File: config.mk
export PLATFORM = sky130hd
export DESIGN_NAME = shape_fill_lcd_write_generator_flat
export DESIGN_NICKNAME = d
export VERILOG_FILES = /design/src/hdl/sfl_pkg.sv /design/src/hdl/sfl_if.sv /design/src/hdl/sfl_inside.sv /design/src/hdl/shape_fill_lcd_write_generator.sv /design/src/flat_wrapper.sv
export SDC_FILE = /design/constraint.sdc
export NUM_CORES = 2
export LEC_CHECK = 0
export ABC_CLOCK_PERIOD_IN_PS = 19650
export BUFFER_PORTS_ARGS = -buffer_cell sky130_fd_sc_hd__buf_2
export CORE_MARGIN = 2
export CORE_UTILIZATION = 56
export DETAILED_ROUTE_END_ITERATION = 6
export HOLD_SLACK_MARGIN = 0.02
export PLACE_DENSITY = 0.72
export SLEW_MARGIN = 10
export SYNTH_ARGS = -nofsm -noshare
export SYNTH_HDL_FRONTEND = slang
export SYNTH_SLANG_ARGS = --single-unit
File: constraint.sdc
create_clock -name clk -period 19.65 [get_ports clk]
set_input_delay 3.93 -clock clk [delete_from_list [all_inputs] [get_ports clk]]
set_output_delay 3.93 -clock clk [all_outputs]
set_load 0.02 [all_outputs]
File: src/hdl/sfl_pkg.sv
// shared constants, codes and types of the shape fill lcd write generator
// no dependencies
`default_nettype none

package sfl_pkg;

  localparam int SCREEN_WIDTH  = 240;
  localparam int SCREEN_HEIGHT = 320;

  localparam int PX_W        = 8;
  localparam int PY_W        = 9;
  localparam int COORD_W     = 11;
  localparam int COLOUR_W    = 16;
  localparam int VALUE_W     = 16;
  localparam int KIND_W      = 2;
  localparam int SEL_W       = 2;
  localparam int CFG_INDEX_W = 3;
  localparam int CFG_DATA_W  = 16;
  localparam int SCREEN_CMP_W = 11;
  localparam int DIFF_W      = 12;
  localparam int PROD_W      = 24;
  localparam int EDGE_W      = 25;
  localparam int POS_W       = 3;
  localparam logic [POS_W-1:0] PRE_LEN = 3'd3;

  localparam logic [KIND_W-1:0] ACC_REG_WRITE = 2'd0;
  localparam logic [KIND_W-1:0] ACC_INDEX     = 2'd1;
  localparam logic [KIND_W-1:0] ACC_DATA      = 2'd2;
  localparam logic [KIND_W-1:0] ACC_NONE      = 2'd3;

  localparam logic [SEL_W-1:0] SEL_CURSOR_X = 2'd0;
  localparam logic [SEL_W-1:0] SEL_CURSOR_Y = 2'd1;
  localparam logic [SEL_W-1:0] SEL_DATA     = 2'd2;

  localparam logic [CFG_INDEX_W-1:0] CFG_SHAPE_MODE  = 3'd0;
  localparam logic [CFG_INDEX_W-1:0] CFG_FILL_COLOUR = 3'd1;
  localparam logic [CFG_INDEX_W-1:0] CFG_POINT_A_X   = 3'd2;
  localparam logic [CFG_INDEX_W-1:0] CFG_POINT_A_Y   = 3'd3;
  localparam logic [CFG_INDEX_W-1:0] CFG_POINT_B_X   = 3'd4;
  localparam logic [CFG_INDEX_W-1:0] CFG_POINT_B_Y   = 3'd5;
  localparam logic [CFG_INDEX_W-1:0] CFG_POINT_C_X   = 3'd6;
  localparam logic [CFG_INDEX_W-1:0] CFG_POINT_C_Y   = 3'd7;

  typedef struct packed {
    logic                      shape_mode;
    logic [COLOUR_W-1:0]       fill_colour;
    logic signed [COORD_W-1:0] point_a_x;
    logic signed [COORD_W-1:0] point_a_y;
    logic signed [COORD_W-1:0] point_b_x;
    logic signed [COORD_W-1:0] point_b_y;
    logic signed [COORD_W-1:0] point_c_x;
    logic signed [COORD_W-1:0] point_c_y;
  } cfg_t;

  typedef struct packed {
    logic [PX_W-1:0] pixel_x;
    logic [PY_W-1:0] pixel_y;
    logic            frame_start;
  } pix_t;

  function automatic logic signed [DIFF_W-1:0] sext(input logic signed [COORD_W-1:0] v);
    return DIFF_W'(v);
  endfunction

endpackage

`default_nettype wire

File: src/hdl/sfl_if.sv
// valid/ready channel interfaces: pixel input and lcd write output
// uses sfl_pkg for field widths
`default_nettype none

interface sfl_pixel_if;
  logic                     valid;
  logic                     ready;
  logic [sfl_pkg::PX_W-1:0] pixel_x;
  logic [sfl_pkg::PY_W-1:0] pixel_y;
  logic                     frame_start;

  modport source (output valid, output pixel_x, output pixel_y, output frame_start,
                  input ready);
  modport sink (input valid, input pixel_x, input pixel_y, input frame_start,
                output ready);
endinterface

interface sfl_write_if;
  logic                        valid;
  logic                        ready;
  logic [sfl_pkg::KIND_W-1:0]  access_kind;
  logic [sfl_pkg::SEL_W-1:0]   reg_select;
  logic [sfl_pkg::VALUE_W-1:0] value;
  logic                        last;

  modport source (output valid, output access_kind, output reg_select, output value,
                  output last, input ready);
  modport sink (input valid, input access_kind, input reg_select, input value,
                input last, output ready);
endinterface

`default_nettype wire

File: src/hdl/sfl_inside.sv
// two-stage inside test: pixel register, product register, then sign and compare
// uses sfl_pkg
`default_nettype none

module sfl_inside (
  input  wire logic           clk,
  input  wire logic           rst,
  input  wire sfl_pkg::cfg_t  cfg,
  input  wire logic           in_valid,
  output logic                in_ready,
  input  wire sfl_pkg::pix_t  in_item,
  output logic                out_valid,
  input  wire logic           out_ready,
  output sfl_pkg::pix_t       out_item,
  output logic                out_inside
);

  logic          s0_valid;
  sfl_pkg::pix_t s0_item;
  logic          s1_valid;
  logic          s1_ready;
  sfl_pkg::pix_t s1_item;
  logic          s1_onscreen;

  logic signed [sfl_pkg::PROD_W-1:0] s1_pa [3];
  logic signed [sfl_pkg::PROD_W-1:0] s1_pb [3];
  logic signed [sfl_pkg::PROD_W-1:0] s1_dx2;
  logic signed [sfl_pkg::PROD_W-1:0] s1_dy2;
  logic signed [sfl_pkg::PROD_W-1:0] s1_r2;

  logic signed [sfl_pkg::DIFF_W-1:0] px_s;
  logic signed [sfl_pkg::DIFF_W-1:0] py_s;
  logic signed [sfl_pkg::DIFF_W-1:0] vx [3];
  logic signed [sfl_pkg::DIFF_W-1:0] vy [3];
  logic signed [sfl_pkg::PROD_W-1:0] pa [3];
  logic signed [sfl_pkg::PROD_W-1:0] pb [3];
  logic signed [sfl_pkg::DIFF_W-1:0] dx;
  logic signed [sfl_pkg::DIFF_W-1:0] dy;
  logic signed [sfl_pkg::DIFF_W-1:0] rad;
  logic                              onscreen;

  logic signed [sfl_pkg::EDGE_W-1:0] d [3];
  logic signed [sfl_pkg::EDGE_W-1:0] dist2;
  logic                              any_neg;
  logic                              any_pos;
  logic                              tri_in;
  logic                              circ_in;

  assign s1_ready = !s1_valid || out_ready;
  assign in_ready = !s0_valid || s1_ready;

  // stage 0: differences and products
  always_comb begin
    int k;
    int b;
    px_s  = $signed(sfl_pkg::DIFF_W'(s0_item.pixel_x));
    py_s  = $signed(sfl_pkg::DIFF_W'(s0_item.pixel_y));
    vx[0] = sfl_pkg::sext(cfg.point_a_x);
    vy[0] = sfl_pkg::sext(cfg.point_a_y);
    vx[1] = sfl_pkg::sext(cfg.point_b_x);
    vy[1] = sfl_pkg::sext(cfg.point_b_y);
    vx[2] = sfl_pkg::sext(cfg.point_c_x);
    vy[2] = sfl_pkg::sext(cfg.point_c_y);
    for (k = 0; k < 3; k++) begin
      b = (k == 2) ? 0 : k + 1;
      pa[k] = sfl_pkg::PROD_W'(px_s - vx[b]) * sfl_pkg::PROD_W'(vy[k] - vy[b]);
      pb[k] = sfl_pkg::PROD_W'(vx[k] - vx[b]) * sfl_pkg::PROD_W'(py_s - vy[b]);
    end
    dx  = px_s - vx[0];
    dy  = py_s - vy[0];
    rad = vx[1];
    onscreen = (sfl_pkg::SCREEN_CMP_W'(s0_item.pixel_x) <
                sfl_pkg::SCREEN_CMP_W'(sfl_pkg::SCREEN_WIDTH)) &&
               (sfl_pkg::SCREEN_CMP_W'(s0_item.pixel_y) <
                sfl_pkg::SCREEN_CMP_W'(sfl_pkg::SCREEN_HEIGHT));
  end

  always_ff @(posedge clk) begin
    if (rst) begin
      s0_valid <= 1'b0;
      s1_valid <= 1'b0;
    end else begin
      if (in_ready) begin
        s0_valid <= in_valid;
      end
      if (s1_ready) begin
        s1_valid <= s0_valid;
      end
    end
  end

  always_ff @(posedge clk) begin
    if (in_valid && in_ready) begin
      s0_item <= in_item;
    end
    if (s1_ready) begin
      s1_item     <= s0_item;
      s1_onscreen <= onscreen;
      s1_pa       <= pa;
      s1_pb       <= pb;
      s1_dx2      <= sfl_pkg::PROD_W'(dx) * sfl_pkg::PROD_W'(dx);
      s1_dy2      <= sfl_pkg::PROD_W'(dy) * sfl_pkg::PROD_W'(dy);
      s1_r2       <= sfl_pkg::PROD_W'(rad) * sfl_pkg::PROD_W'(rad);
    end
  end

  // stage 1: edge signs and radius compare
  always_comb begin
    int k;
    any_neg = 1'b0;
    any_pos = 1'b0;
    for (k = 0; k < 3; k++) begin
      d[k]    = sfl_pkg::EDGE_W'(s1_pa[k]) - sfl_pkg::EDGE_W'(s1_pb[k]);
      any_neg = any_neg || d[k][sfl_pkg::EDGE_W-1];
      any_pos = any_pos || (!d[k][sfl_pkg::EDGE_W-1] && (d[k] != '0));
    end
    tri_in  = !(any_neg && any_pos);
    dist2   = sfl_pkg::EDGE_W'(s1_dx2) + sfl_pkg::EDGE_W'(s1_dy2);
    circ_in = dist2 < sfl_pkg::EDGE_W'(s1_r2);
  end

  assign out_valid  = s1_valid;
  assign out_item   = s1_item;
  assign out_inside = s1_onscreen && (cfg.shape_mode ? circ_in : tri_in);

endmodule

`default_nettype wire

File: src/hdl/shape_fill_lcd_write_generator.sv
// shape fill lcd write generator: pixel scan in, lcd bus accesses out
// uses sfl_pkg, sfl_if and sfl_inside
//
// pixel channel: one screen coordinate per transfer, raster order, frame_start
// on the first pixel of a frame. write channel: lcd accesses, one per transfer,
// last set on the final access caused by a pixel.
// configuration: cfg_write with cfg_index and cfg_data writes one register,
// to be used only while the block is idle.
// path: the first access of a pixel passes the pixel and product registers
// of sfl_inside, the current-pixel register and the output register.
// throughput: a pixel causes one access inside a run or outside the shape,
// three for an inside pixel after a break, plus three for the frame-start
// preamble; pixels following one another with one access each go at one
// per cycle while the receiver is ready, set by the single output register.
// reset clears the pipeline, the configuration registers and sets the
// cursor run flag. when the receiver stalls the output register holds its
// access and the pipeline backs up to the pixel channel's ready.
`default_nettype none

module shape_fill_lcd_write_generator (
  input  wire logic                                clk,
  input  wire logic                                rst,
  sfl_pixel_if.sink                                pixel,
  sfl_write_if.source                              write,
  input  wire logic                                cfg_write,
  input  wire logic [sfl_pkg::CFG_INDEX_W-1:0]     cfg_index,
  input  wire logic [sfl_pkg::CFG_DATA_W-1:0]      cfg_data
);

  sfl_pkg::cfg_t cfg;
  sfl_pkg::pix_t in_item;
  sfl_pkg::pix_t tst_item;
  logic          tst_valid;
  logic          tst_inside;

  logic                        cursor_in_run;
  logic                        cur_valid;
  sfl_pkg::pix_t               cur_item;
  logic                        cur_inside;
  logic                        cur_run;
  logic [sfl_pkg::POS_W-1:0]   pos;

  logic                        out_valid;
  logic [sfl_pkg::KIND_W-1:0]  out_kind;
  logic [sfl_pkg::SEL_W-1:0]   out_sel;
  logic [sfl_pkg::VALUE_W-1:0] out_value;
  logic                        out_last;

  logic                        emit;
  logic                        cur_take;
  logic [sfl_pkg::POS_W-1:0]   pre_len;
  logic [sfl_pkg::POS_W-1:0]   j;
  logic                        in_pre;
  logic                        split;
  logic [sfl_pkg::KIND_W-1:0]  res_kind;
  logic [sfl_pkg::SEL_W-1:0]   res_sel;
  logic [sfl_pkg::VALUE_W-1:0] res_value;
  logic                        res_last;

  always_ff @(posedge clk) begin
    if (rst) begin
      cfg <= '0;
    end else if (cfg_write) begin
      case (cfg_index)
        sfl_pkg::CFG_SHAPE_MODE:  cfg.shape_mode  <= cfg_data[0];
        sfl_pkg::CFG_FILL_COLOUR: cfg.fill_colour <= cfg_data[sfl_pkg::COLOUR_W-1:0];
        sfl_pkg::CFG_POINT_A_X:   cfg.point_a_x   <= cfg_data[sfl_pkg::COORD_W-1:0];
        sfl_pkg::CFG_POINT_A_Y:   cfg.point_a_y   <= cfg_data[sfl_pkg::COORD_W-1:0];
        sfl_pkg::CFG_POINT_B_X:   cfg.point_b_x   <= cfg_data[sfl_pkg::COORD_W-1:0];
        sfl_pkg::CFG_POINT_B_Y:   cfg.point_b_y   <= cfg_data[sfl_pkg::COORD_W-1:0];
        sfl_pkg::CFG_POINT_C_X:   cfg.point_c_x   <= cfg_data[sfl_pkg::COORD_W-1:0];
        sfl_pkg::CFG_POINT_C_Y:   cfg.point_c_y   <= cfg_data[sfl_pkg::COORD_W-1:0];
        default: ;
      endcase
    end
  end

  assign in_item.pixel_x     = pixel.pixel_x;
  assign in_item.pixel_y     = pixel.pixel_y;
  assign in_item.frame_start = pixel.frame_start;

  sfl_inside u_inside (
    .clk        (clk),
    .rst        (rst),
    .cfg        (cfg),
    .in_valid   (pixel.valid),
    .in_ready   (pixel.ready),
    .in_item    (in_item),
    .out_valid  (tst_valid),
    .out_ready  (cur_take),
    .out_item   (tst_item),
    .out_inside (tst_inside)
  );

  // access sequence of the current pixel
  always_comb begin
    pre_len   = cur_item.frame_start ? sfl_pkg::PRE_LEN : '0;
    in_pre    = cur_item.frame_start && (pos < sfl_pkg::PRE_LEN);
    j         = pos - pre_len;
    split     = cur_inside && !cur_run;
    res_kind  = sfl_pkg::ACC_NONE;
    res_sel   = sfl_pkg::SEL_CURSOR_X;
    res_value = '0;
    res_last  = 1'b0;
    if (in_pre) begin
      case (pos)
        3'd0: begin
          res_kind = sfl_pkg::ACC_REG_WRITE;
          res_sel  = sfl_pkg::SEL_CURSOR_X;
        end
        3'd1: begin
          res_kind = sfl_pkg::ACC_REG_WRITE;
          res_sel  = sfl_pkg::SEL_CURSOR_Y;
        end
        default: begin
          res_kind = sfl_pkg::ACC_INDEX;
          res_sel  = sfl_pkg::SEL_DATA;
        end
      endcase
    end else if (!cur_inside) begin
      res_last = 1'b1;
    end else if (!split) begin
      res_kind  = sfl_pkg::ACC_DATA;
      res_sel   = sfl_pkg::SEL_DATA;
      res_value = cfg.fill_colour;
      res_last  = 1'b1;
    end else begin
      res_kind = sfl_pkg::ACC_REG_WRITE;
      case (j)
        3'd0: begin
          res_sel   = sfl_pkg::SEL_CURSOR_X;
          res_value = sfl_pkg::VALUE_W'(cur_item.pixel_x);
        end
        3'd1: begin
          res_sel   = sfl_pkg::SEL_CURSOR_Y;
          res_value = sfl_pkg::VALUE_W'(cur_item.pixel_y);
        end
        default: begin
          res_sel   = sfl_pkg::SEL_DATA;
          res_value = cfg.fill_colour;
          res_last  = 1'b1;
        end
      endcase
    end
  end

  assign emit     = cur_valid && (!out_valid || write.ready);
  assign cur_take = !cur_valid || (emit && res_last);

  always_ff @(posedge clk) begin
    if (rst) begin
      cursor_in_run <= 1'b1;
      cur_valid     <= 1'b0;
      pos           <= '0;
      out_valid     <= 1'b0;
    end else begin
      if (cur_take) begin
        cur_valid <= tst_valid;
        if (tst_valid) begin
          cursor_in_run <= tst_inside;
        end
      end
      if (emit) begin
        pos <= res_last ? '0 : pos + 1'b1;
      end
      if (emit) begin
        out_valid <= 1'b1;
      end else if (write.ready) begin
        out_valid <= 1'b0;
      end
    end
  end

  always_ff @(posedge clk) begin
    if (cur_take && tst_valid) begin
      cur_item   <= tst_item;
      cur_inside <= tst_inside;
      cur_run    <= tst_item.frame_start || cursor_in_run;
    end
    if (emit) begin
      out_kind  <= res_kind;
      out_sel   <= res_sel;
      out_value <= res_value;
      out_last  <= res_last;
    end
  end

  assign write.valid       = out_valid;
  assign write.access_kind = out_kind;
  assign write.reg_select  = out_sel;
  assign write.value       = out_value;
  assign write.last        = out_last;

endmodule

`default_nettype wire

File: src/flat_wrapper.sv
// flat-port wrapper written by rule: the top's interface ports become plain ports
module shape_fill_lcd_write_generator_flat 
  (clk, rst, cfg_write, cfg_index, cfg_data, pixel_valid, pixel_pixel_x, pixel_pixel_y, pixel_frame_start, pixel_ready, write_valid, write_access_kind, write_reg_select, write_value, write_last, write_ready);
  sfl_pixel_if pixel_i ();
  sfl_write_if write_i ();
  input  wire logic clk;
  input  wire logic rst;
  input  wire logic cfg_write;
  input  wire logic [sfl_pkg::CFG_INDEX_W-1:0] cfg_index;
  input  wire logic [sfl_pkg::CFG_DATA_W-1:0] cfg_data;
  input wire logic [$bits(pixel_i.valid)-1:0] pixel_valid;
  input wire logic [$bits(pixel_i.pixel_x)-1:0] pixel_pixel_x;
  input wire logic [$bits(pixel_i.pixel_y)-1:0] pixel_pixel_y;
  input wire logic [$bits(pixel_i.frame_start)-1:0] pixel_frame_start;
  output wire logic [$bits(pixel_i.ready)-1:0] pixel_ready;
  output wire logic [$bits(write_i.valid)-1:0] write_valid;
  output wire logic [$bits(write_i.access_kind)-1:0] write_access_kind;
  output wire logic [$bits(write_i.reg_select)-1:0] write_reg_select;
  output wire logic [$bits(write_i.value)-1:0] write_value;
  output wire logic [$bits(write_i.last)-1:0] write_last;
  input wire logic [$bits(write_i.ready)-1:0] write_ready;
  assign pixel_i.valid = pixel_valid;
  assign pixel_i.pixel_x = pixel_pixel_x;
  assign pixel_i.pixel_y = pixel_pixel_y;
  assign pixel_i.frame_start = pixel_frame_start;
  assign pixel_ready = pixel_i.ready;
  assign write_valid = write_i.valid;
  assign write_access_kind = write_i.access_kind;
  assign write_reg_select = write_i.reg_select;
  assign write_value = write_i.value;
  assign write_last = write_i.last;
  assign write_i.ready = write_ready;
  shape_fill_lcd_write_generator u_core (.clk(clk), .rst(rst), .pixel(pixel_i), .write(write_i), .cfg_write(cfg_write), .cfg_index(cfg_index), .cfg_data(cfg_data));
endmodule
* Word-level counts from Yosys, hierarchy flattened
Index checks and enable logic that the tools add are counted.
** Cells by class
- Multiplexer cells :: 20
- $mul :: 9
- Add/subtract/negate cells :: 20
- Order comparisons :: 4
- Equality and inequality tests :: 9
- Reductions and logical operators :: 49
- Bitwise gates (word level) :: 1
** Operators by type and width (count)
- $mul A12 B12 Y24 :: 8
- $reduce_bool A25 Y1 :: 3
- $sub A24 B24 Y25 :: 3
- $sub A11 B11 Y12 :: 6
- $sub A10 B11 Y12 :: 4
- $sub A9 B11 Y12 :: 4
- $pmux W16 S2 :: 1
- $add A24 B24 Y25 :: 1
- $lt A25 B22 Y1 :: 1
- $mul A11 B11 Y22 :: 1
- $reduce_and A2 Y1 :: 9
- $mux W16 :: 1
- $mux W2 :: 7
- $eq A3 B3 Y1 const B :: 4
- $logic_and A1 B1 Y1 :: 12
- $eq A3 B1 Y1 const B :: 3
- $logic_not A1 Y1 :: 9
- $logic_not A3 Y1 :: 3
- $logic_or A1 B1 Y1 :: 9
- $lt A9 B9 Y1 const B :: 1
- $lt A8 B8 Y1 const B :: 1
- $mux W1 :: 8
- $pmux W2 S2 :: 2
- $eq A3 B2 Y1 const B :: 2
- other kinds (7) :: 9
** Word-level totals
- Output and inout bits :: 23
- Input port bits :: 42
- Register bits after elaboration :: 383
- Logic and storage cells :: 151

* Logic depth before layout (Yosys ltp)
- Depth after elaboration :: 13
- Depth in mapped cells :: 36
- Mapped depth without buffers :: 35

* Cells and area by module
Synthesis repeated with hierarchy kept, for this count alone.
** Unflattened totals
- Cells, all modules :: 7377
- Area total of the unflattened synthesis :: 67900.1 µm²
** Modules (own cells, without submodules)
- sfl_inside :: cells each 6864, instances 1, seq. area each 7487.2 µm², area an instance 63046.7 µm²
- shape_fill_lcd_write_generator :: cells each 513, instances 1, seq. area each 3012.9 µm², area an instance 4853.4 µm²

* Worst setup path before layout
No wires, ideal clock.
- Kind :: input -> register
- Start point :: in write_ready
- End point :: reg u_core.u_inside.s1_item (netlist bit u_core.u_inside.out_item[0]) (enable)
- Cell stages on the path :: 5
- Data required time :: 17860 ps
- Setup slack :: 9164 ps
- Setup time :: 1790 ps
- Data arrival time :: 8696 ps
- Path buffers :: 0
- Cells stage by stage :: nand2b_1 -> nand2_1 -> inv_1 -> a21oi_1 -> nand2_1
** Between the ends
- Longest elaborated chain between the ends :: 5
** Ends and longest elaborated chain
- start, declared :: line flat_wrapper.sv:21 : input wire logic [$bits(write_i.ready)-1:0] write_ready;
- $logic_or A1 B1 Y1 :: line shape_fill_lcd_write_generator.sv:147 : assign emit = cur_valid && (!out_valid || write.ready);
- $logic_and A1 B1 Y1 :: line shape_fill_lcd_write_generator.sv:147
- named net u_core.emit :: line shape_fill_lcd_write_generator.sv:49 : logic emit;
- $logic_and A1 B1 Y1 :: line shape_fill_lcd_write_generator.sv:148 : assign cur_take = !cur_valid || (emit && res_last);
- $logic_or A1 B1 Y1 :: line shape_fill_lcd_write_generator.sv:148
- $logic_or A1 B1 Y1 :: line sfl_inside.sv:49 : assign s1_ready = !s1_valid || out_ready;
- named net u_core.u_inside.s1_ready :: line sfl_inside.sv:21 : logic s1_ready;
- end signal, assigned :: line sfl_inside.sv:97 : s1_item <= s0_item;
- end, declared :: line sfl_inside.sv:22 : sfl_pkg::pix_t s1_item;
The timed path passes the listed nets, and every way through them passes these cells.
A chain may end at the register's enable or synchronous reset.

* Worst setup path after layout
- Start point :: in write_ready
- End point :: out pixel_ready
** Between the ends
- Longest elaborated chain between the ends :: 6
** Ends and longest elaborated chain
- $logic_or A1 B1 Y1 :: line shape_fill_lcd_write_generator.sv:147
- $logic_and A1 B1 Y1 :: line shape_fill_lcd_write_generator.sv:147
- named net u_core.emit :: line shape_fill_lcd_write_generator.sv:49
- $logic_and A1 B1 Y1 :: line shape_fill_lcd_write_generator.sv:148
- $logic_or A1 B1 Y1 :: line shape_fill_lcd_write_generator.sv:148
- $logic_or A1 B1 Y1 :: line sfl_inside.sv:49
- $logic_or A1 B1 Y1 :: line sfl_inside.sv:50 : assign in_ready = !s0_valid || s1_ready;
- end, declared :: line flat_wrapper.sv:15 : output wire logic [$bits(pixel_i.ready)-1:0] pixel_ready;
The timed path passes the listed nets, and every way through them passes these cells.

==> out/summary.json <==
{
  "result_of_the_run": {"value": "completed"},
  "finalWeightedCongestion": {"value": 0.9620},
  "fill_cell_instance_count_of_the_final_layout": {"value": 10360},
  "critical_path.startpoint_type": {"value": "input pin"},
  "timing.final.setup_violations": {"value": 0},
  "avgSynthCellArea": {"value": 9.185, "unit": "um^2"},
  "synth-edff-count": {"value": 289},
  "postSynthRegisterBits": {"value": 380},
  "place_area": {"value": 70570, "unit": "um^2"},
  "pin_count_of_the_biggest_net_entering_global_routing": {"value": 170},
  "rsz_0062_raised_after_global_routing": {"value": "no"},
  "detailedRoute.firstIterationViolations": {"value": 4239},
  "nNetsFinal": {"value": 9369},
  "critical_path_class": {"value": "input pin to output port"},
  "cap_viol_max_count": {"value": 0},
  "ctsHoldBuffers": {"value": 0},
  "final_cell_area": {"value": 72140, "unit": "um^2"},
  "layout.cells.most_common_list": {"value": "1613 x inv_1, 1199 x fa_1, 786 x nand2_1, 689 x ha_1, 642 x nor2_1"},
  "initial_utilization": {"value": 0.5625},
  "grt_first_pass_wirelength": {"value": 282000, "unit": "um"},
  "clock.fmax": {"value": 102.8, "unit": "MHz"},
  "first_global_vias": {"value": 53080},
  "finalCriticalPeriod": {"value": 9.731, "unit": "ns"},
  "area.growth.synth_to_final": {"value": 5.502, "unit": "%"},
  "placeableCoreArea": {"value": 121600, "unit": "um^2"},
  "worstPathMaxFanout": {"value": 23},
  "post-dp-hpwl": {"value": 143700, "unit": "um"},
  "post_drt_wl_per_cell": {"value": 19.00, "unit": "um"},
  "gr-total-overflow": {"value": 0},
  "grtUsageTotal": {"value": 0.2854},
  "worst_tran_pin_value": {"value": 1.318, "unit": "ns"},
  "yosysSeqAreaShare": {"value": 0.1536},
  "final_core_util": {"value": 0.5935},
  "worst_skew_pair.late_latency": {"value": 0.67, "unit": "ns"},
  "layout-drive-gt1-share": {"value": 0.03745},
  "report.final.hold_viol_count": {"value": 0},
  "timing.setup.tns": {"value": 0, "unit": "ns"},
  "cp.arrival": {"value": 5.80, "unit": "ns"},
  "initial_antenna_violation_count": {"value": 13},
  "drt_pre_antenna_iters": {"value": 6},
  "clock_tree_from_tritoncts": {"value": "yes"},
  "reg2reg_depth": {"value": 30},
  "clock_tree.htree_level_count": {"value": 2},
  "remaining_drc_errors": {"value": 0},
  "clockBufferDepth": {"value": 3},
  "r2r-start": {"value": "u_core.u_inside.py_s[1]$_DFFE_PP_"},
  "num_rows": {"value": 128},
  "die_w": {"value": 353.4, "unit": "um"},
  "totalWireLength": {"value": 173100, "unit": "um"},
  "top_level_ports": {"value": 65},
  "required_time_at_the_endpoint_of_the_critical_path": {"value": 15.72, "unit": "ns"},
  "worst_clock_skew": {"value": 0.05457, "unit": "ns"},
  "timing.hold.worst_path_depth": {"value": 0},
  "setup.reg_to_reg.worst_slack": {"value": 10.26, "unit": "ns"},
  "ctsRootBufferMaster": {"value": "clkbuf_16"},
  "antenna_left": {"value": 0},
  "vias": {"value": 50760},
  "fin_worst_hold_slack": {"value": 0.4023, "unit": "ns"},
  "regToRegEndpoint": {"value": "u_core.u_inside.s1_dy2[22]$_DFFE_PP_"},
  "floorplan.die_area": {"value": 124900, "unit": "um^2"},
  "synth_cell_types": {"value": 79},
  "ys.warnings.count": {"value": 0},
  "port_buffers": {"value": 64},
  "mappedNetlistArea": {"value": 68380, "unit": "um^2"},
  "min_period_over_period": {"value": 0.4952},
  "async_flop_share": {"value": 0},
  "number_of_buffers_created_by_cts": {"value": 46},
  "timing.hold.worst.start": {"value": "u_core.u_inside.out_item[15]$_DFFE_PP_"},
  "worst_hold_path_type": {"value": "flop to flop"},
  "mostFrequentLayoutCell": {"value": "inv_1"},
  "die_h": {"value": 353.4, "unit": "um"},
  "mappedNetlistNets": {"value": 9375},
  "cts.reportedPaths.clkPinSlew": {"value": 0.06, "unit": "ns"},
  "max-slew-margin-rel": {"value": 0.1133},
  "post_cts_sizing_count": {"value": 0},
  "gate_count_after_technology_mapping": {"value": 7445},
  "postCtsSetupBuffers": {"value": 0},
  "post_drt_via_cell_ratio": {"value": 5.572},
  "synth_ff_type": {"value": "edfxtp_1"},
  "crit_path_capture_type": {"value": "output port"},
  "hold-path-endpoint": {"value": "u_core.cur_item[15]$_DFFE_PP_"},
  "clock_sink_count": {"value": 380},
  "maxSlewViolCount": {"value": 0}
}
[synthesized netlist by cell type (7+ instances only)]
| master | count | area (um^2) |
|---|---|---|
| xor2_1 | 83 | 727.0 |
| a21boi_0 | 51 | 382.9 |
| and3_1 | 37 | 231.5 |
| o211a_1 | 8 | 80.08 |
| nor2b_1 | 109 | 681.9 |
| nor2_1 | 644 | 2417 |
| a41o_1 | 8 | 80.08 |
| fa_1 | 1199 | 24000 |
| a211oi_1 | 27 | 202.7 |
| clkinv_1 | 9 | 33.78 |
| a21o_1 | 80 | 600.6 |
| a21oi_1 | 268 | 1341 |
| o211ai_1 | 15 | 112.6 |
| inv_1 | 1613 | 6055 |
| o31ai_1 | 7 | 52.55 |
| o22ai_1 | 7 | 43.79 |
| o21a_1 | 44 | 330.3 |
| nand4_1 | 16 | 100.1 |
| a31o_2 | 8 | 70.07 |
| clkbuf_1 | 170 | 638.1 |
| a31oi_1 | 24 | 150.1 |
| nand2b_1 | 184 | 1151 |
| nand2_1 | 787 | 2954 |
| ha_1 | 689 | 8621 |
| edfxtp_1 | 289 | 8678 |
| a311oi_1 | 7 | 61.31 |
| nor3_1 | 94 | 470.5 |
| or2_2 | 45 | 281.5 |
| o41ai_1 | 12 | 105.1 |
| dfxtp_1 | 91 | 1822 |
| or3_1 | 28 | 175.2 |
| o2111ai_1 | 18 | 157.7 |
| nor4_1 | 9 | 56.30 |
| nand3_1 | 68 | 340.3 |
| mux2i_1 | 16 | 160.2 |
| xnor2_1 | 271 | 2374 |
| o21bai_1 | 25 | 187.7 |
| a2111oi_0 | 11 | 96.34 |
| o21ai_0 | 176 | 880.8 |
| and2_1 | 93 | 581.8 |
[critical path, cell delays in order]
cell and delay [ns]:
buf_2 0.09, nand2b_1 0.15, nand2_1 0.19, inv_1 0.41, a21oi_1 0.66, nand3_1 0.18, buf_2 0.19
[per-stage QoR]
step           setup WS, ns  std cells
2_1_floorplan         9.164       7445
3_3_place_gp          9.986       9016
3_5_place_dp          9.923       9016
6_report              9.919       9109
5_1_grt               9.578       9106
4_1_cts               9.911       9101
[registers in the layout (all words and copies together), names as in the netlist, 2 cells and up]
register                  count
u_core.u_inside.s1_r2        21
u_core.pos                    3
u_core.cur_item              18
u_core.cfg                   83
u_core.write.reg_select       2
u_core.u_inside.s1_pa        72
u_core.u_inside.s1_dx2       23
u_core.u_inside.py_s          9
u_core.u_inside.out_item     18
u_core.u_inside.s1_pb        72
u_core.u_inside.s1_dy2       23
u_core.write.value           16
u_core.write.access_kind      2
u_core.u_inside.px_s          8
[how the worst max path moves through the flow]
stage | endpoint | startpoint
6_report | pixel_ready | write_ready
2_1_floorplan | u_core.u_inside.out_item[0]$_DFFE_PP_ | write_ready
4_1_cts | pixel_ready | write_ready
5_1_grt | u_core.u_inside.s1_dy2[22]$_DFFE_PP_ | u_core.u_inside.py_s[1]$_DFFE_PP_
3_5_place_dp | pixel_ready | write_ready
3_3_place_gp | pixel_ready | write_ready
[final cells by class]
| class | instances | area (um^2) | share of cell area |
|---|---|---|---|
| inverters | 1628 | 6111 | 0.08470 |
| clock buffers | 60 | 1245 | 0.01726 |
| clock inverters | 25 | 290.3 | 0.004024 |
| repair buffers | 126 | 798.3 | 0.01107 |
| diodes | 8 | 20.02 | 0.0002775 |
| flip-flops and latches | 380 | 10500 | 0.1455 |
| multi-input cells | 5257 | 51150 | 0.7089 |
| well taps | 1625 | 2033 | 0.02818 |
[per-layer routing]
metal | vias up | track usage | wire length (um)
met5 | - | 0 | 27
met4 | 4 | 0.1043 | 7196
met3 | 375 | 0.04562 | 14670
met2 | 1898 | 0.4575 | 79590
met1 | 25320 | 0.3936 | 71590
li1 | 23160 | - | -
[logic make-up (layout without fill, tap and decap cells)]
group                      count (synthesis)  after routing  share of synthesized area
buffers and inverters                   1808           1839                    0.09948
and+or+nand+nor                         2146           2146                     0.1420
other                                      0              8                          0
adders and majority gates               1888           1888                     0.4771
DFF                                      380            380                     0.1536
xor gates and xnor gates                 354            354                    0.04534
AOI/OAI and AO/OA                        850            850                    0.07974
muxes                                     19             19                   0.002836
Power is left out: the tool's default activity adds up to more than one toggle a clock period on the data nets, which glitch-free logic cannot reach.
